[src/hdl/rlrd_pkg.sv]
// Shared constants, types and helpers of the run-length row decoder.
package rlrd_pkg;

	localparam int MAX_WIDTH_BITS = 16;
	localparam int CMDQ_DEPTH     = 4;
	localparam int CMDQ_AW        = $clog2(CMDQ_DEPTH);
	localparam int OUTQ_DEPTH     = 2;
	localparam int OUTQ_AW        = $clog2(OUTQ_DEPTH);
	localparam int BYTES_W        = 18;

	localparam logic [BYTES_W-1:0] BYTES_MAX = '1;

	// Configuration register indexes
	localparam logic REG_ROW_WIDTH    = 1'b0;
	localparam logic REG_SAMPLE_BYTES = 1'b1;

	// One unit of work handed from the front to the back: a run of
	// count copies of word (0 for an error, 1 for a literal).
	typedef struct packed {
		logic [15:0]        word;
		logic [6:0]         count;
		logic               done;
		logic               err;
		logic [BYTES_W-1:0] bytes;
	} cmd_t;

	typedef struct packed {
		logic [15:0]        pixel_first;
		logic [15:0]        pixel_second;
		logic [1:0]         pixel_count;
		logic               last_of_run;
		logic               row_done;
		logic               row_error;
		logic [BYTES_W-1:0] row_bytes;
	} res_t;

	// Word count to byte count, saturated.
	function automatic logic [BYTES_W-1:0] bytes_sat(input logic [BYTES_W:0] words,
							 input logic wide);
		logic [BYTES_W+1:0] b;
		b = wide ? {words, 1'b0} : {1'b0, words};
		return (b > {2'b00, BYTES_MAX}) ? BYTES_MAX : b[BYTES_W-1:0];
	endfunction

endpackage

[src/hdl/rlrd_front.sv]
// Front end: register file, row state and classification of code words.
module rlrd_front import rlrd_pkg::*; (
	input  logic        clk,
	input  logic        arst_n,
	input  logic        cfg_we,
	input  logic        cfg_index,
	input  logic [15:0] cfg_data,
	input  logic        push,
	input  logic        func,
	input  logic [15:0] code_word,
	input  logic        q_full,
	output logic        cmd_push,
	output cmd_t        cmd
);

	typedef enum logic [1:0] {PH_HEADER, PH_LITERAL, PH_REPEAT} phase_t;

	phase_t                    phase_q, phase_n;
	logic [15:0]               row_width_q, width_n;
	logic                      wide_q;
	logic [6:0]                run_left_q, run_left_n;
	logic [MAX_WIDTH_BITS-1:0] pixels_left_q, pixels_left_n;
	logic [BYTES_W-1:0]        word_count_q, word_count_n;

	logic [MAX_WIDTH_BITS-1:0] eff_width, run_ext, rep_cnt, pl_after;
	logic [15:0]               word;
	logic [BYTES_W-1:0]        wc_inc;
	logic [6:0]                rl_dec;
	logic                      accept, restart;

	assign accept = push && !q_full;
	assign word   = wide_q ? code_word : {8'h00, code_word[7:0]};
	assign wc_inc = word_count_q + 1'b1;
	assign rl_dec = run_left_q - 1'b1;
	assign run_ext = {{(MAX_WIDTH_BITS-7){1'b0}}, run_left_q};
	assign rep_cnt = (run_ext < pixels_left_q) ? run_ext : pixels_left_q;

	assign width_n = (cfg_we && cfg_index == REG_ROW_WIDTH) ? cfg_data : row_width_q;
	assign eff_width = (width_n[MAX_WIDTH_BITS-1:0] == '0) ?
		MAX_WIDTH_BITS'(1) : width_n[MAX_WIDTH_BITS-1:0];

	always_comb begin
		phase_n       = phase_q;
		run_left_n    = run_left_q;
		pixels_left_n = pixels_left_q;
		word_count_n  = word_count_q;
		restart       = cfg_we;
		cmd_push      = 1'b0;
		cmd           = '0;
		pl_after      = pixels_left_q - rep_cnt;
		if (accept) begin
			if (func) begin
				cmd_push = 1'b1;
				cmd.err  = 1'b1;
				restart  = 1'b1;
			end else begin
				word_count_n = wc_inc;
				case (phase_q)
					PH_HEADER: begin
						if (word[6:0] == 7'd0) begin
							cmd_push = 1'b1;
							cmd.err  = 1'b1;
							restart  = 1'b1;
						end else begin
							run_left_n = word[6:0];
							phase_n    = word[7] ? PH_LITERAL : PH_REPEAT;
						end
					end
					PH_LITERAL: begin
						cmd_push      = 1'b1;
						cmd.word      = word;
						cmd.count     = 7'd1;
						pixels_left_n = pixels_left_q - 1'b1;
						run_left_n    = rl_dec;
						if (pixels_left_n == '0) begin
							// Length covers the unread rest of the literal run.
							cmd.done  = 1'b1;
							cmd.bytes = bytes_sat({1'b0, wc_inc} + {{(BYTES_W-6){1'b0}}, rl_dec},
									      wide_q);
							restart   = 1'b1;
						end else if (rl_dec == 7'd0) begin
							phase_n = PH_HEADER;
						end
					end
					PH_REPEAT: begin
						cmd_push      = 1'b1;
						cmd.word      = word;
						cmd.count     = rep_cnt[6:0];
						pixels_left_n = pl_after;
						run_left_n    = 7'd0;
						phase_n       = PH_HEADER;
						if (pl_after == '0) begin
							cmd.done  = 1'b1;
							cmd.bytes = bytes_sat({1'b0, wc_inc}, wide_q);
							restart   = 1'b1;
						end
					end
					default: begin
						phase_n = PH_HEADER;
					end
				endcase
			end
		end
		if (restart) begin
			phase_n       = PH_HEADER;
			run_left_n    = 7'd0;
			pixels_left_n = eff_width;
			word_count_n  = '0;
		end
	end

	always_ff @(posedge clk or negedge arst_n) begin
		if (!arst_n) begin
			row_width_q   <= 16'd1;
			wide_q        <= 1'b0;
			phase_q       <= PH_HEADER;
			run_left_q    <= 7'd0;
			pixels_left_q <= MAX_WIDTH_BITS'(1);
			word_count_q  <= '0;
		end else begin
			row_width_q <= width_n;
			if (cfg_we && cfg_index == REG_SAMPLE_BYTES) begin
				wide_q <= cfg_data[1];
			end
			phase_q       <= phase_n;
			run_left_q    <= run_left_n;
			pixels_left_q <= pixels_left_n;
			word_count_q  <= word_count_n;
		end
	end

endmodule

[src/hdl/rlrd_cmdq.sv]
// Short command queue between the front and back ends.
module rlrd_cmdq import rlrd_pkg::*; (
	input  logic clk,
	input  logic arst_n,
	input  logic wr,
	input  cmd_t wr_cmd,
	input  logic rd,
	output cmd_t head,
	output logic full,
	output logic empty
);

	cmd_t               mem_q [CMDQ_DEPTH];
	logic [CMDQ_AW-1:0] wr_ptr_q, rd_ptr_q;
	logic [CMDQ_AW:0]   cnt_q;

	assign full  = (cnt_q == (CMDQ_AW+1)'(CMDQ_DEPTH));
	assign empty = (cnt_q == '0);
	assign head  = mem_q[rd_ptr_q];

	always_ff @(posedge clk) begin
		if (wr) begin
			mem_q[wr_ptr_q] <= wr_cmd;
		end
	end

	always_ff @(posedge clk or negedge arst_n) begin
		if (!arst_n) begin
			wr_ptr_q <= '0;
			rd_ptr_q <= '0;
			cnt_q    <= '0;
		end else begin
			if (wr) begin
				wr_ptr_q <= wr_ptr_q + 1'b1;
			end
			if (rd) begin
				rd_ptr_q <= rd_ptr_q + 1'b1;
			end
			if (wr && !rd) begin
				cnt_q <= cnt_q + 1'b1;
			end else if (rd && !wr) begin
				cnt_q <= cnt_q - 1'b1;
			end
		end
	end

	a_no_overflow: assert property (@(posedge clk) disable iff (!arst_n) full |-> !wr)
		else $error("command queue written while full");

endmodule

[src/hdl/rlrd_back.sv]
// Back end: expands commands into pixel pairs and buffers the results.
module rlrd_back import rlrd_pkg::*; (
	input  logic clk,
	input  logic arst_n,
	input  cmd_t head,
	input  logic q_empty,
	output logic q_pop,
	input  logic pop,
	output logic empty,
	output res_t res
);

	res_t               oq_q [OUTQ_DEPTH];
	logic [OUTQ_AW-1:0] owr_q, ord_q;
	logic [OUTQ_AW:0]   ocnt_q;
	logic [6:0]         sent_q, rem;
	logic [1:0]         n;
	logic               last, emit, oq_full, do_pop;
	res_t               nres;

	assign oq_full = (ocnt_q == (OUTQ_AW+1)'(OUTQ_DEPTH));
	assign empty   = (ocnt_q == '0);
	assign res     = oq_q[ord_q];
	assign do_pop  = pop && !empty;

	assign rem   = head.count - sent_q;
	assign n     = (rem >= 7'd2) ? 2'd2 : rem[1:0];
	assign last  = (rem <= 7'd2);
	assign emit  = !q_empty && !oq_full;
	assign q_pop = emit && last;

	always_comb begin
		nres.pixel_first  = head.word;
		nres.pixel_second = head.word;
		nres.pixel_count  = n;
		nres.last_of_run  = last;
		nres.row_done     = head.done && last;
		nres.row_error    = head.err;
		nres.row_bytes    = (head.done && last) ? head.bytes : '0;
	end

	always_ff @(posedge clk) begin
		if (emit) begin
			oq_q[owr_q] <= nres;
		end
	end

	always_ff @(posedge clk or negedge arst_n) begin
		if (!arst_n) begin
			sent_q <= '0;
			owr_q  <= '0;
			ord_q  <= '0;
			ocnt_q <= '0;
		end else begin
			if (emit) begin
				sent_q <= last ? 7'd0 : sent_q + 7'd2;
				owr_q  <= owr_q + 1'b1;
			end
			if (do_pop) begin
				ord_q <= ord_q + 1'b1;
			end
			if (emit && !do_pop) begin
				ocnt_q <= ocnt_q + 1'b1;
			end else if (do_pop && !emit) begin
				ocnt_q <= ocnt_q - 1'b1;
			end
		end
	end

endmodule

[src/hdl/rle_row_decoder.sv]
// Top level of the run-length row decoder.
// Path: a transfer's command enters the command queue; the back end registers
//   its poppable results into the output buffer. Throughput: literal words one per cycle;
//   a repeat run of n pixels occupies the back end for ceil(n/2) results, and input
//   stalls only once the four-entry command queue between front and back fills.
// Reset: arst_n clears queues and row state; row_width resets to 1, 8-bit words.
module rle_row_decoder import rlrd_pkg::*; (
	input  logic               clk,
	input  logic               arst_n,
	// configuration writes
	input  logic               cfg_we,
	input  logic               cfg_index,
	input  logic [15:0]        cfg_data,
	// input code words
	input  logic               push,
	output logic               full,
	input  logic               func,
	input  logic [15:0]        code_word,
	// decoded results
	output logic               empty,
	input  logic               pop,
	output logic [15:0]        pixel_first,
	output logic [15:0]        pixel_second,
	output logic [1:0]         pixel_count,
	output logic               last_of_run,
	output logic               row_done,
	output logic               row_error,
	output logic [BYTES_W-1:0] row_bytes
);

	cmd_t front_cmd, head_cmd;
	logic front_push, q_full, q_empty, q_pop;
	res_t res;

	// Front end: tracks phase and row position, turns each transfer into at
	// most one command (error, literal pixel or repeat run).
	rlrd_front u_front (
		.clk       (clk),
		.arst_n    (arst_n),
		.cfg_we    (cfg_we),
		.cfg_index (cfg_index),
		.cfg_data  (cfg_data),
		.push      (push),
		.func      (func),
		.code_word (code_word),
		.q_full    (q_full),
		.cmd_push  (front_push),
		.cmd       (front_cmd)
	);

	// Decouple classification from expansion so long repeat runs don't
	// stall the front immediately.
	rlrd_cmdq u_cmdq (
		.clk    (clk),
		.arst_n (arst_n),
		.wr     (front_push),
		.wr_cmd (front_cmd),
		.rd     (q_pop),
		.head   (head_cmd),
		.full   (q_full),
		.empty  (q_empty)
	);

	// Back end: emits up to two pixels a cycle into the output buffer while it has room.
	rlrd_back u_back (
		.clk     (clk),
		.arst_n  (arst_n),
		.head    (head_cmd),
		.q_empty (q_empty),
		.q_pop   (q_pop),
		.pop     (pop),
		.empty   (empty),
		.res     (res)
	);

	// The front never holds a transfer of its own: full mirrors the queue.
	assign full         = q_full;
	assign pixel_first  = res.pixel_first;
	assign pixel_second = res.pixel_second;
	assign pixel_count  = res.pixel_count;
	assign last_of_run  = res.last_of_run;
	assign row_done     = res.row_done;
	assign row_error    = res.row_error;
	assign row_bytes    = res.row_bytes;

	// A row ends either way, never both.
	a_done_xor_err: assert property (@(posedge clk) disable iff (!arst_n)
		!empty |-> !(row_done && row_error))
		else $error("result flags both row_done and row_error");

	// A row end always closes the item's results.
	a_end_is_last: assert property (@(posedge clk) disable iff (!arst_n)
		(!empty && (row_done || row_error)) |-> last_of_run)
		else $error("row end without last_of_run");

	// Error results carry no pixels and no length.
	a_err_empty: assert property (@(posedge clk) disable iff (!arst_n)
		(!empty && row_error) |-> (pixel_count == 2'd0 && row_bytes == '0))
		else $error("error result carries pixels or length");

endmodule

[config.mk]
export PLATFORM = sky130hd
export DESIGN_NAME = rle_row_decoder
export DESIGN_NICKNAME = d
export VERILOG_FILES = /design/src/hdl/rlrd_pkg.sv /design/src/hdl/rlrd_front.sv /design/src/hdl/rlrd_cmdq.sv /design/src/hdl/rlrd_back.sv /design/src/hdl/rle_row_decoder.sv
export SDC_FILE = /design/constraint.sdc
export NUM_CORES = 1
export LEC_CHECK = 0
export BUFFER_PORTS_ARGS = -buffer_cell sky130_fd_sc_hd__buf_2
export CAP_MARGIN = 15
export CORE_ASPECT_RATIO = 0.5
export CORE_MARGIN = 3
export CORE_UTILIZATION = 60
export DETAILED_ROUTE_END_ITERATION = 10
export PLACE_DENSITY = 0.78
export SLEW_MARGIN = 10
export SYNTH_ARGS = -nofsm -noshare
export SYNTH_HDL_FRONTEND = slang
export SYNTH_SLANG_ARGS = --single-unit
[constraint.sdc]
create_clock -name clk -period 6.2 [get_ports clk]
set_input_delay 0.31 -clock clk [delete_from_list [all_inputs] [get_ports clk]]
set_output_delay 0.31 -clock clk [all_outputs]
set_load 0.01 [all_outputs]
## Word-level counts from Yosys, hierarchy flattened

Memory sizes are Yosys's and may differ from the RTL's.
Cells that the tools add are included.

| storage, ports and cells | value |
|---|---|
| flip-flop bits (word level) | 78 |
| RAM bits | 282 |
| input bits | 39 |
| output and inout port bits | 57 |
| logic and storage cells | 141 |
| memories kept | 2 |

Memory list:

| memory | depth | width | read ports | clocked after memory_dff | wr ports | RTL line | source |
|---|---|---|---|---|---|---|---|
| u_cmdq.mem_q | 4 | 43 | 1 | 0 | 1 | rlrd_cmdq.sv:13 | `cmd_t mem_q [CMDQ_DEPTH];` |
| u_back.oq_q | 2 | 55 | 1 | 0 | 1 | rlrd_back.sv:13 | `res_t oq_q [OUTQ_DEPTH];` |

| cells by class | value |
|---|---|
| $add $sub $neg | 15 |
| order comparisons | 5 |
| equality and inequality tests | 8 |
| mux-type cells | 60 |
| bitwise gates (word level) | 1 |
| reductions and logical operators | 37 |

Operators by type and width:

| operator | number |
|---|---|
| $mux W18 | 9 |
| $mux W16 | 7 |
| $logic_not A16 Y1 | 3 |
| $pmux W24 S2 | 1 |
| $mux W43 | 1 |
| $gt A20 B18 Y1 const B | 2 |
| $pmux W18 S2 | 1 |
| $mux W7 | 5 |
| $pmux W16 S2 | 1 |
| $mux W24 | 1 |
| $pmux W7 S3 | 1 |
| $mux W2 | 10 |
| $mux W20 | 1 |
| $add A18 B7 Y19 | 1 |
| $mux W19 | 1 |
| $add A18 B1 Y18 const B | 1 |
| $lt A7 B16 Y1 | 1 |
| $mux W1 | 16 |
| $sub A16 B1 Y16 const B | 1 |
| $sub A16 B16 Y16 | 1 |
| $logic_not A7 Y1 | 2 |
| $logic_and A1 B1 Y1 | 11 |
| $logic_not A1 Y1 | 8 |
| $add A7 B2 Y7 const B | 1 |
| other kinds (30) | 39 |

## Longest topological paths before layout

Gate-level depths: netlist (run 1).

| depth | value |
|---|---|
| word-level depth | 10 |
| gate-level depth with buffers | 24 |
| depth with buffers taken out | 21 |

## Cells and area by module

A second synthesis (run 1) with hierarchy kept.

| unflattened totals | value |
|---|---|
| cells, all modules | 1218 |
| area, all modules | 16244.3 µm² |

Modules (own cells, without submodules):

| module | times used | cells each | area an instance (µm²) | sequential area each (µm²) |
|---|---|---|---|---|
| rlrd_cmdq | 1 | 259 | 6658.9 | 5340.1 |
| rlrd_front | 1 | 701 | 5680.4 | 1503.9 |
| rlrd_back | 1 | 258 | 3905.0 | 2592.5 |

## Least setup slack after synthesis (run 1)

OpenSTA, ideal clock, no wires.

| path | value |
|---|---|
| kind | flip-flop to flip-flop |
| start | reg u_cmdq.rd_ptr_q[0] |
| end | reg u_cmdq.cnt_q[1] |
| setup time | 0.125 ns |
| arrival time | 5.296 ns |
| data required time | 6.075 ns |
| setup slack | 0.779 ns |
| stages on the path, launching flop included | 18 |
| path buffers | 3 |
| clock period less this slack | 5.421 ns |
| path through | dfrtp_1 > clkbuf_1 > clkbuf_1 > buf_1 > mux4_2 > fa_1 > a21oi_1 > o21bai_1 > a21o_1 > a21oi_1 > xnor2_1 > or3_1 > nor3_1 > inv_1 > ha_1 > inv_1 > fa_1 > mux2_2 |

| on the way | value |
|---|---|
| cells in the longest elaborated chain, start to end | 7 |
| elaborated cells between the ends (all ways) | 9 |
| classes of those cells | add/sub (1); order compare (1); mux (1); reduce/logical (5); memory (1) |

Ends and longest elaborated chain:

| what | RTL line | source |
|---|---|---|
| start: declaration | rlrd_cmdq.sv:14 | `logic [CMDQ_AW-1:0] wr_ptr_q, rd_ptr_q;` |
| start signal: assignment | rlrd_cmdq.sv:37 | `rd_ptr_q <= rd_ptr_q + 1'b1;` |
| $mem_v2 Z4 W43 (*) | -- |  |
| $sub A7 B7 Y7 (*) | rlrd_back.sv:26 | `assign rem = head.count - sent_q;` |
| $le A7 B2 Y1 (*) | rlrd_back.sv:28 | `assign last = (rem <= 7'd2);` |
| $logic_and A1 B1 Y1 (*) | rlrd_back.sv:30 | `assign q_pop = emit && last;` |
| $logic_not A1 Y1 | rlrd_cmdq.sv:39 | `if (wr && !rd) begin` |
| $logic_and A1 B1 Y1 | rlrd_cmdq.sv:39 |  |
| $mux W3 or $reduce_bool A2 Y1 (tied branches) | -- |  |
| end signal: assignment | rlrd_cmdq.sv:40 | `cnt_q <= cnt_q + 1'b1;` |
| end signal: assignment | rlrd_cmdq.sv:42 | `cnt_q <= cnt_q - 1'b1;` |
| end: declaration | rlrd_cmdq.sv:15 | `logic [CMDQ_AW:0] cnt_q;` |

Every way passes the cells marked *; elsewhere a longest branch is shown, timed or not.
A chain may end at the register's enable or synchronous reset.

## Worst setup path after layout (run 1)

| path | value |
|---|---|
| start | reg u_front.pixels_left_q[1] |
| end | reg u_front.word_count_q[17] |

| on the way | value |
|---|---|
| cells in the longest elaborated chain, start to end | 10 |
| elaborated cells between the ends (all ways) | 15 |
| classes of those cells | add/sub (2); order compare (1); eq/ne (1); mux (7); reduce/logical (4) |

Ends and longest elaborated chain:

| what | RTL line | source |
|---|---|---|
| start: declaration | rlrd_front.sv:22 | `logic [MAX_WIDTH_BITS-1:0] pixels_left_q, pixels_left_n;` |
| start signal: assignment | rlrd_front.sv:127 | `pixels_left_q <= pixels_left_n;` |
| $lt A7 B16 Y1 | rlrd_front.sv:36 | `assign rep_cnt = (run_ext < pixels_left_q) ? run_ext : pixels_left_q;` |
| $mux W16 | rlrd_front.sv:36 |  |
| $sub A16 B16 Y16 | rlrd_front.sv:50 | `pl_after = pixels_left_q - rep_cnt;` |
| $logic_not A16 Y1 | rlrd_front.sv:92 | `if (pl_after == '0) begin` |
| $mux W1 | rlrd_front.sv:92 |  |
| $pmux W1 S3 (*) | rlrd_front.sv:58 | `case (phase_q)` |
| $mux W1 (*) | rlrd_front.sv:52 | `if (func) begin` |
| $mux W1 (*) | rlrd_front.sv:51 | `if (accept) begin` |
| $ne A2 B1 Y1 (no source line) or $reduce_bool A2 Y1 (tied branches) | -- |  |
| $reduce_and A2 Y1 (no source line) | -- |  |
| end signal: assignment | rlrd_front.sv:128 | `word_count_q <= word_count_n;` |
| end: declaration | rlrd_front.sv:23 | `logic [BYTES_W-1:0] word_count_q, word_count_n;` |

Marks and branches as above.

==> results of run 1 <==
-- power by group through the flow --
| stage | combinational (µW) | clock [µW] | sequential, µW |
|---|---|---|---|
| finish | 3020 | 1890 | 3320 |
| floorplan | 2250 | 0 | 3190 |
| global placement | 2880 | 0 | 3310 |
| detailed placement | 2960 | 0 | 3360 |
| CTS | 3010 | 1910 | 3320 |
| global route | 3300 | 2000 | 3370 |
-- logic make-up (layout without fill, tap and decap cells) --
group	after synthesis	after routing	share of synthesized area [%]
multiplexers	115	115	10.8
other	1	3	0.0231
AO/OA/AOI/OAI	250	250	10.2
buffers and inverters	131	226	3.62
flip-flops	327	327	58.2
adder cells (fa/ha/maj)	45	45	3.66
AND/OR/NAND/NOR	321	321	10.2
XOR/XNOR	60	60	3.24
-- cell usage in the layout, fill, tap and decap left out, types with 16 or more instances in the layout --
master	Yosys	routed
mux4_2	43	43
mux2i_1	23	23
nor2_1	77	74
a21oi_1	54	54
mux2_2	49	49
nand3_1	32	32
nand2_1	69	69
o22ai_1	19	19
edfxtp_1	250	250
buf_4	19	22
buf_2	5	94
o21ai_0	64	64
ha_1	41	41
and3_1	28	28
clkbuf_16	0	28
inv_1	56	56
nor3_1	16	16
dfrtp_1	75	72
xor2_1	19	19
xnor2_1	41	41
-- per-layer routing --
metal	share of wire, %	GRT usage, %	routed length (µm)
met5	0.023	0	9
met4	1.7	4.79	680
met3	7.1	3.48	2800
met2	46	43.9	18200
met1	45	42.1	17700
-- worst reg2reg max path, cell delays in order (launching register included) --
cell,delay (ps)
dfrtp_1,470
inv_1,150
ha_1,320
a21o_1,160
a21o_1,170
a21o_1,180
a21o_1,170
a211o_1,300
o2111ai_1,120
mux2i_1,300
ha_1,200
inv_1,50
fa_1,400
a211oi_1,330
o21ai_0,180
a21oi_1,330
xor2_1,160
and4_1,180
buf_4,190
o31a_1,340
nor2_1,590
and3_1,250
a221o_1,100
-- final cells by class --
cell class | instances | area, µm²
clock inverter | 21 | 287
tap | 344 | 430
multi-input combinational | 792 | 6230
clock buffer | 31 | 712
antenna | 2 | 5.00
fill | 1725 | 7890
sequential | 327 | 9440
inverter | 56 | 210
timing repair buffer | 118 | 656
-- synthesized netlist by cell type, drive strengths merged (34+ instances only) --
cell type	instances	area share, %
a21oi	54	1.7
buf	34	1.3
clkbuf	41	1.0
dfrtp	75	12
edfxtp	250	46
ha	41	3.2
inv	56	1.3
mux2	49	3.4
mux4	43	6.0
nand2	70	1.7
nor2	77	1.8
o21ai	67	2.1
xnor2	41	2.2
-- worst min path at each step --
stage / start / endpoint / slack, ps / cells past startpoint
final: cfg_data[15] / u_front.row_width_q[15]$_DFF_PN0_ / 10 / 3
after global routing: cfg_data[0] / u_front.row_width_q[0]$_DFF_PN1_ / 9 / 2
after CTS: cfg_data[15] / u_front.row_width_q[15]$_DFF_PN0_ / 4 / 3
after detailed placement: u_cmdq.cnt_q[2]$_DFFE_PN0P_ / u_cmdq.cnt_q[2]$_DFFE_PN0P_ / 500 / 1
after global placement: u_cmdq.cnt_q[2]$_DFFE_PN0P_ / u_cmdq.cnt_q[2]$_DFFE_PN0P_ / 470 / 1
after floorplan: arst_n / u_back.ocnt_q[0]$_DFFE_PN0P_ / 10 / 0
-- sequential cells by signal (all words and copies together) (netlist names), 3 cells and up --
signal,cells
u_front.row_width_q,16
u_front.pixels_left_q,16
u_front.run_left_q,7
u_front.word_count_q,18
u_cmdq.cnt_q,3
u_back.sent_q,6
u_back.oq_q,78
u_cmdq.mem_q,172
-- timing repair --
item | 4_1_cts | 5_1_grt
setup endpoints to repair | 0 | 9
resized for setup | 0 | 2
hold buffers | 2 | 0
endpoints found under the hold margin | 76 | 0
-- metrics by stage --
stage | std cells | hold WS (ps) | power (µW) | util, %
detailed placement | 1635 | 503 | 6310 | 65.5
finish | 1691 | 13.8 | 8240 | 69.5
global route | 1690 | 9.00 | 8670 | 69.5
global placement | 1635 | 471 | 6200 | 65.5
floorplan | 1250 | 14.4 | 5440 | -
CTS | 1689 | 3.77 | 8240 | 69.4
==> metrics, run 1 <==
Synth Instances 1,250; Skew-Pair Late Insertion Delay 580 ps; fmax 175 MHz; DRT iter0 DRCs 1,237; DP Area 16,900 µm²; NumNets Final 1,407; setup total negative slack 0 ps; crit path cell chain inv_1, ha_1, a21o_1, a21o_1, a21o_1, a21o_1, a211o_1, o2111ai_1, mux2i_1, ha_1, inv_1, fa_1, a211oi_1, o21ai_0, a21oi_1, xor2_1, and4_1, buf_4, o31a_1, nor2_1, and3_1, a221o_1; power share of the combinational group 36.7%; largest net degree at the start of global routing 78; worst path bufs/invs 3; Ys Warns 0; crit path capture u_front.word_count_q[17]$_DFFE_PN0P_; Post-DRT Antenna Nets 0; Clock power frac 23.0%; min-delay worst type in2reg; H-tree levels 1; vias 10,900; ys flop type edfxtp_1; layout cell share with drive strength beyond 1 21.5%; Yosys reg bits 327; Port Buffers 95; Critical Path RT 6710 ps; routability congestion estimate 0.947; WL final 39,500 µm; core region area 25,900 µm²; reg-to-reg startpoint u_front.pixels_left_q[1]$_DFFE_PN0P_; Reg2Reg Depth 22; Tot GR Track Use 27.6%; outcome complete, no violations; Worst Path Max Fanout 14; final setup fails 0; Reg power frac 40.3%; Worst-path clk slew 70 ps; die height 122 µm; Worst setup SP type register; clock sink count 327; Int Pwr 5310 µW; worst-margin pin slew 1090 ps; IO Pins 96; synthesis-to-finish area growth 10.8%; Rows 41; sw frac 35.6%; worst setup path category reg2reg; cell family with most CP delay compound AO/OA/AOI/OAI gates; CP arrival 6210 ps; slowest CP cell nor2_1; reg2reg setup slack 500 ps; Detailed Place HPWL 26,400 µm; CTS tree built; pre-CTS setup slack 493 ps; number of global-route vias before repair 10,700; GRT Residual Overflow 0; fin crit share 92.0%; drt wl/cell 23.3 µm; Max Cap Viol 0; number of synthesized flops with an enable pin 250; FF-to-FF End u_front.word_count_q[17]$_DFFE_PN0P_; RSZ-0062 raised after global routing false; syn_nets 1,334; worst IR drop on VDD 226 µV; antenna violations before repair 4; cell mode on critical path a21o_1; die footprint 29,200 µm²; CP Depth 22; DRC 0; clock root cell clkbuf_16; Power Dens Cells 458 nW/µm²; NetSw 2930 µW; Initial Util 62.7%; first-pass GRT wire length 61,700 µm; Vias/cell 6.46; ys async rst share 23.5%; Final Hold Fails 0; chip width 239 µm; drt pass-1 iters 5; Max-slew headroom 26.9%; crit path from u_front.pixels_left_q[1]$_DFFE_PN0P_; CTS Buf Count 28; Yosys cell types 83; clock skew 15.9 ps; max incr delay on CP 590 ps; Synth Area per Inst 13.0 µm²; Final Cell Area 18,000 µm²; sequential cell area fraction in the yosys report 58.2%; Final min period 5700 ps; Max Slew Vio Count 0; CP Capture Type register; Static Leak 0.00688 µW; Post-CTS Setup Bufs 0; CTS Buffer Depth 3; mapped cell area 16,200 µm²; fin worst setup slack 496 ps
Note: power is estimated with default switching activity, not from simulation.
==> run 2, diff against run 1 <==
CELL_PAD_IN_SITES_DETAIL_PLACEMENT = 1   (was default)
CELL_PAD_IN_SITES_GLOBAL_PLACEMENT = 1   (was default)
CORE_UTILIZATION = 51   (was 60)
PLACE_DENSITY = 0.8   (was 0.78)
==> metrics, run 2 (synthesized netlist as in run 1, its figures left out) <==
Skew-Pair Late Insertion Delay 600 ps (+20 ps); CP arrival 6010 ps (-200 ps); Worst-path clk slew 70 ps (about the same); max reg flops 172 (unchanged); H-tree levels 1 (unchanged); commonest non-fill, non-tap cell in the layout edfxtp_1; Final Hold Fails 0 (unchanged); layout cell share with drive strength beyond 1 21.9% (+0.38 points); Max-slew headroom 23.6% (-3.3 points); Max Slew Vio Count 0 (unchanged); Worst setup SP type register; drt pass-1 iters 5 (unchanged); Rows 45 (+9.8%); hold slack 15.0 ps (+1.27 ps); Detailed Place HPWL 31,100 µm (+18%); Max Cap Viol 0 (unchanged); Tot GR Track Use 26.5% (-1.0 points); clock skew 17.3 ps (+1.47 ps); vias 11,100 (+1.9%); WL final 45,700 µm (+16%); largest net degree at the start of global routing 65 (-17%); Vias/cell 6.23 (-3.5%); RSZ-0062 raised after global routing false; Port Buffers 95 (unchanged); most frequent cells in the layout edfxtp_1, buf_2, nor2_1; CTS tree built; clock sink count 327 (unchanged); core region area 30,800 µm² (+19%); CTS Buffer Depth 3 (unchanged); CP Capture Type register; DRT iter0 DRCs 1,071 (-13%); NumNets Final 1,418 (+0.78%); GRT Residual Overflow 0 (unchanged); number of global-route vias before repair 11,600 (+8.3%); outcome complete, no violations; final setup fails 0 (unchanged); Final min period 5690 ps (-17.9 ps); die height 132 µm (+8.0%); Post-DRT Antenna Nets 0 (unchanged); Initial Util 52.7% (-10 points); min-delay worst type in2reg; die footprint 34,100 µm² (+17%); Critical Path RT 6530 ps (-180 ps); worst setup path category reg2reg; setup total negative slack 0 ps (unchanged); Largest Register u_cmdq.mem_q; cell mode on critical path a21o_1; worst-margin pin slew 1140 ps (+49.4 ps); chip width 258 µm (+8.3%); IO Pins 96 (unchanged); CTS Buf Count 30 (+7.1%); Static Leak 0.00690 µW (+0.41%); fin crit share 91.7% (-0.29 points); drt wl/cell 25.6 µm (+9.8%); routability congestion estimate 0.900 (-4.9%); clock root cell clkbuf_16; first-pass GRT wire length 69,800 µm (+13%); worst IR drop on VDD 237 µV (+4.8%); Worst Path Max Fanout 10 (-4); synthesis-to-finish area growth 11.9%; fmax 176 MHz (+0.31%); crit path cell chain inv_1, ha_1, a21o_1, a21o_1, a21o_1, a21o_1, a211o_1, o2111ai_1, mux2i_1, ha_1, inv_1, fa_1, a211oi_1, o21ai_0, mux2_2, nor4_1, and4_1, buf_4, o211ai_1, a21oi_1; DRC 0 (unchanged); Power Dens Cells 462 nW/µm² (+0.68%); largest registers u_cmdq.mem_q (172), u_back.oq_q (78), u_front.word_count_q (18); antenna violations before repair 3 (-1); max incr delay on CP 480 ps (-110 ps); Layout fillers 3,097 (+80%); slowest CP cell dfrtp_1
-- run 2: changes by cell type in the layout (fill, tap and decap cells not counted), moves of 2 or more --
cell / change
clkinv_1: -6
clkbuf_8: +2
clkinv_2: +2
clkinv_4: +2
clkbuf_16: +3
bufinv_16: -5
dlygate4sd3_1: +10
clkbuf_1: +5
-- run 2: final cells by class --
cell class / instances / area, µm² / area share, %
inverters: 56 / 210 / 1.16
well taps: 423 / 529 / 2.92
clock inverters: 15 / 149 / 0.820
multi-input cells: 792 / 6230 / 34.3
diodes: 3 / 7.51 / 0.0414
repair buffers: 127 / 748 / 4.12
clock buffers: 41 / 833 / 4.59
flip-flops and latches: 327 / 9440 / 52.0
-- run 2: path summary, 6_finish.rpt --
check,from,endpoint,slack (ps),cells after the start
min,cfg_data[14],u_front.row_width_q[14]$_DFF_PN0_,20,2
min in group asynchronous,arst_n,u_back.owr_q$_DFFE_PN0P_,130,2
max,u_front.pixels_left_q[1]$_DFFE_PN0P_,u_cmdq.mem_q[1][7]$_DFFE_PP_,510,20
min reg2reg,u_cmdq.cnt_q[2]$_DFFE_PN0P_,u_cmdq.cnt_q[2]$_DFFE_PN0P_,500,1
max reg2reg,u_front.pixels_left_q[1]$_DFFE_PN0P_,u_cmdq.mem_q[1][7]$_DFFE_PP_,510,20
max in group asynchronous,arst_n,u_front.word_count_q[1]$_DFFE_PN0P_,4880,3
-- run 2: metrics by stage --
stage | cell area (µm²) | setup WS [ps] | total power, µW | utilization [%] | instances
CTS | 18100 | 420 | 8390 | 58.9 | 1781
global route | 18100 | 38.4 | 8810 | 58.9 | 1784
finish | 18100 | 514 | 8380 | 58.9 | 1784
detailed placement | 17000 | 440 | 6470 | 55.3 | 1713
floorplan | 16200 | 779 | 5440 | - | 1250
global placement | 17000 | 726 | 6250 | 55.3 | 1712
-- run 2: timing repair --
item / 4_1_cts / 5_1_grt
resized for setup: 0 / 5
endpoints found under the setup margin: 0 / 21
hold buffers: 12 / 0
hold endpoints to repair: 24 / 0
buffers inserted: 0 / 0
-- run 2: per-layer routing --
metal / global-route usage (%) / share of wire [%] / up-vias
li1: - / - / 4906
met1: 36.5 / 43 / 5720
met2: 43.4 / 48 / 412
met3: 5.16 / 7.1 / 81
met4: 7.75 / 2.6 / 0
met5: 0 / 0 / -
-- run 2: power breakdown --
part / switching (µW) / internal (µW) / total, µW
Sequential: 367 / 2980 / 3350
Combinational: 1920 / 1250 / 3170
Clock: 863 / 999 / 1860
-- run 2: worst max-delay path: cells and delay by family, from the launching register on --
family          cells  cell delay (ps)
simple gates        2              750
mux                 2              620
flops               1              480
fa+ha+maj           3              960
buf+inv             3              430
compound gates     10             2170
==> run 3, diff against run 2 <==
BUFFER_PORTS_ARGS = default   (was -buffer_cell sky130_fd_sc_hd__buf_2)
CORE_UTILIZATION = 53   (was 51)
DONT_BUFFER_PORTS = 1   (was default)
PLACE_DENSITY = 0.79   (was 0.8)
==> metrics, run 3 (synthesized netlist as in run 1, its figures left out) <==
outcome complete, no violations; DRC 0 (unchanged); vias 10,700 (-3.4%); commonest non-fill, non-tap cell in the layout edfxtp_1; slowest CP cell dfrtp_1; post-route insts no fill 1,676 (-6.1%); worst setup path category reg2reg; Power Dens Cells 450 nW/µm² (-2.6%); cell family with most CP delay compound AO/OA/AOI/OAI gates; uppermost layer routed met4; max incr delay on CP 480 ps (about the same); pre-CTS setup slack 401 ps (-39.2 ps); max reg flops 172 (unchanged); Worst Path Max Fanout 10 (unchanged); largest registers u_cmdq.mem_q (172), u_back.oq_q (78), u_front.word_count_q (18); layout cell share with drive strength beyond 1 15.5% (-6.4 points); Max Slew Vio Count 0 (unchanged); hold slack 43.6 ps (+28.5 ps); NumNets Final 1,341 (-5.4%); fmax 172 MHz (-2.1%); Max Cap Viol 0 (unchanged); Final Cell Area 17,800 µm² (-2.1%); worst-margin pin slew 1090 ps (-50.8 ps); Vias/cell 6.41 (+2.8%); drt wl/cell 26.0 µm (+1.5%); dpl cells 1,589 (-7.2%); Final Hold Fails 0 (unchanged); synthesis-to-finish area growth 9.54%; Detailed Place HPWL 29,500 µm (-5.3%); WL final 43,600 µm (-4.7%); CTS tree built; largest net degree at the start of global routing 78 (+20%); Layout fillers 2,851 (-7.9%); IO Pins 96 (unchanged); reg2reg setup slack 390 ps (-120 ps); Worst-path clk slew 70 ps (about the same); core region area 29,600 µm² (-4.0%); Rows 44 (-2.2%); Skew-Pair Late Insertion Delay 580 ps (-20 ps); setup total negative slack 0 ps (unchanged); routability congestion estimate 0.889 (-1.3%); most frequent cells in the layout edfxtp_1, nor2_1, dfrtp_1; drt pass-1 iters 5 (unchanged); H-tree levels 1 (unchanged); number of global-route vias before repair 11,200 (-3.7%); routed wl met2 20,400 µm (-6.0%); Max-slew headroom 27.0% (+3.4 points); CTS Buf Count 29 (-3.3%); WL met3 3000 µm (-7.8%); Largest Register u_cmdq.mem_q; Post-DRT Antenna Nets 0 (unchanged); Initial Util 54.9% (+2.2 points); Critical Path RT 6660 ps (+130 ps); CP Capture Type register; first-pass GRT wire length 67,000 µm (-4.0%); clock skew 18.5 ps (+1.12 ps); die footprint 32,900 µm² (-3.6%); chip width 253 µm (-1.9%); fin worst setup slack 394 ps (-119 ps); cell mode on critical path a21o_1; worst path bufs/invs 2 (-1); worst IR drop on VDD 300 µV (+26%); Post-CTS Setup Bufs 0 (unchanged); antenna violations before repair 3 (unchanged); clock sink count 327 (unchanged); Port Buffers 0 (-100%); clock root cell clkbuf_16; Worst setup SP type register; GRT Residual Overflow 0 (unchanged); Final min period 5810 ps (+119 ps); DRT iter0 DRCs 1,075 (+0.37%); final setup fails 0 (unchanged); crit path cell chain inv_1, ha_1, a21o_1, a21o_1, a21o_1, a21o_1, a211o_1, o2111ai_1, mux2i_1, ha_1, inv_1, fa_1, a211oi_1, o21ai_0, mux2_2, nor4_1, and4_2, o31a_1, nand2b_1, nor3b_1, a211o_1; min-delay worst type in2reg; Static Leak 0.00658 µW (-4.7%); CTS Buffer Depth 3 (unchanged); fin crit share 93.6% (+1.9 points); CP arrival 6270 ps (+260 ps); M1 wire length 19,600 µm (+0.43%); Tot GR Track Use 26.8% (+0.23 points); die height 130 µm (-1.8%); DP Area 16,500 µm² (-2.9%)
## run 3: area by class of cell
cell class | count | area [µm²] | area share (%)
clock inverters | 11 | 101 | 0.571
multi-input cells | 792 | 6220 | 35.0
inverters | 56 | 210 | 1.18
well taps | 391 | 489 | 2.75
clock buffers | 43 | 818 | 4.61
repair buffers | 51 | 470 | 2.65
flip-flops and latches | 327 | 9440 | 53.2
diodes | 5 | 12.5 | 0.0704
## run 3: final timing paths
check | start | endpoint | cells after the start
setup reg to reg | u_front.pixels_left_q[1]$_DFFE_PN0P_ | u_front.word_count_q[14]$_DFFE_PN0P_ | 21
setup / recovery | u_front.pixels_left_q[1]$_DFFE_PN0P_ | u_front.word_count_q[14]$_DFFE_PN0P_ | 21
hold reg to reg | u_cmdq.cnt_q[2]$_DFFE_PN0P_ | u_cmdq.cnt_q[2]$_DFFE_PN0P_ | 1
hold / removal | code_word[6] | u_cmdq.mem_q[0][33]$_DFFE_PP_ | 1
min in group asynchronous | arst_n | u_back.owr_q$_DFFE_PN0P_ | 2
max in group asynchronous | arst_n | u_front.row_width_q[0]$_DFF_PN1_ | 2
## run 3: per-layer routing
metal	track usage, %	vias up
met3	5.12	51
met2	44.0	391
met4	4.33	0
met5	0	-
met1	38.4	5553
li1	-	4744
## run 3: report_power, final
group          internal [µW]  total [µW]  switching (µW)
logic                   1080        2870            1780
registers               2980        3340             361
clock network            962        1780             819
total                   5030        7990            2960
## run 3: what timing repair did
| action | 4_1_cts | 5_1_grt |
|---|---|---|
| hold endpoints to repair | 116 | 0 |
| hold buffers | 28 | 0 |
| setup endpoints to repair | 0 | 5 |
| resized for setup | 0 | 2 |
## run 3: stage by stage
step | utilization, % | total power (µW)
global placement | 55.9 | 5980
detailed placement | 55.9 | 6190
floorplan | - | 5440
finish | 60.1 | 7990
global route | 60.1 | 8430
CTS | 60.0 | 8000
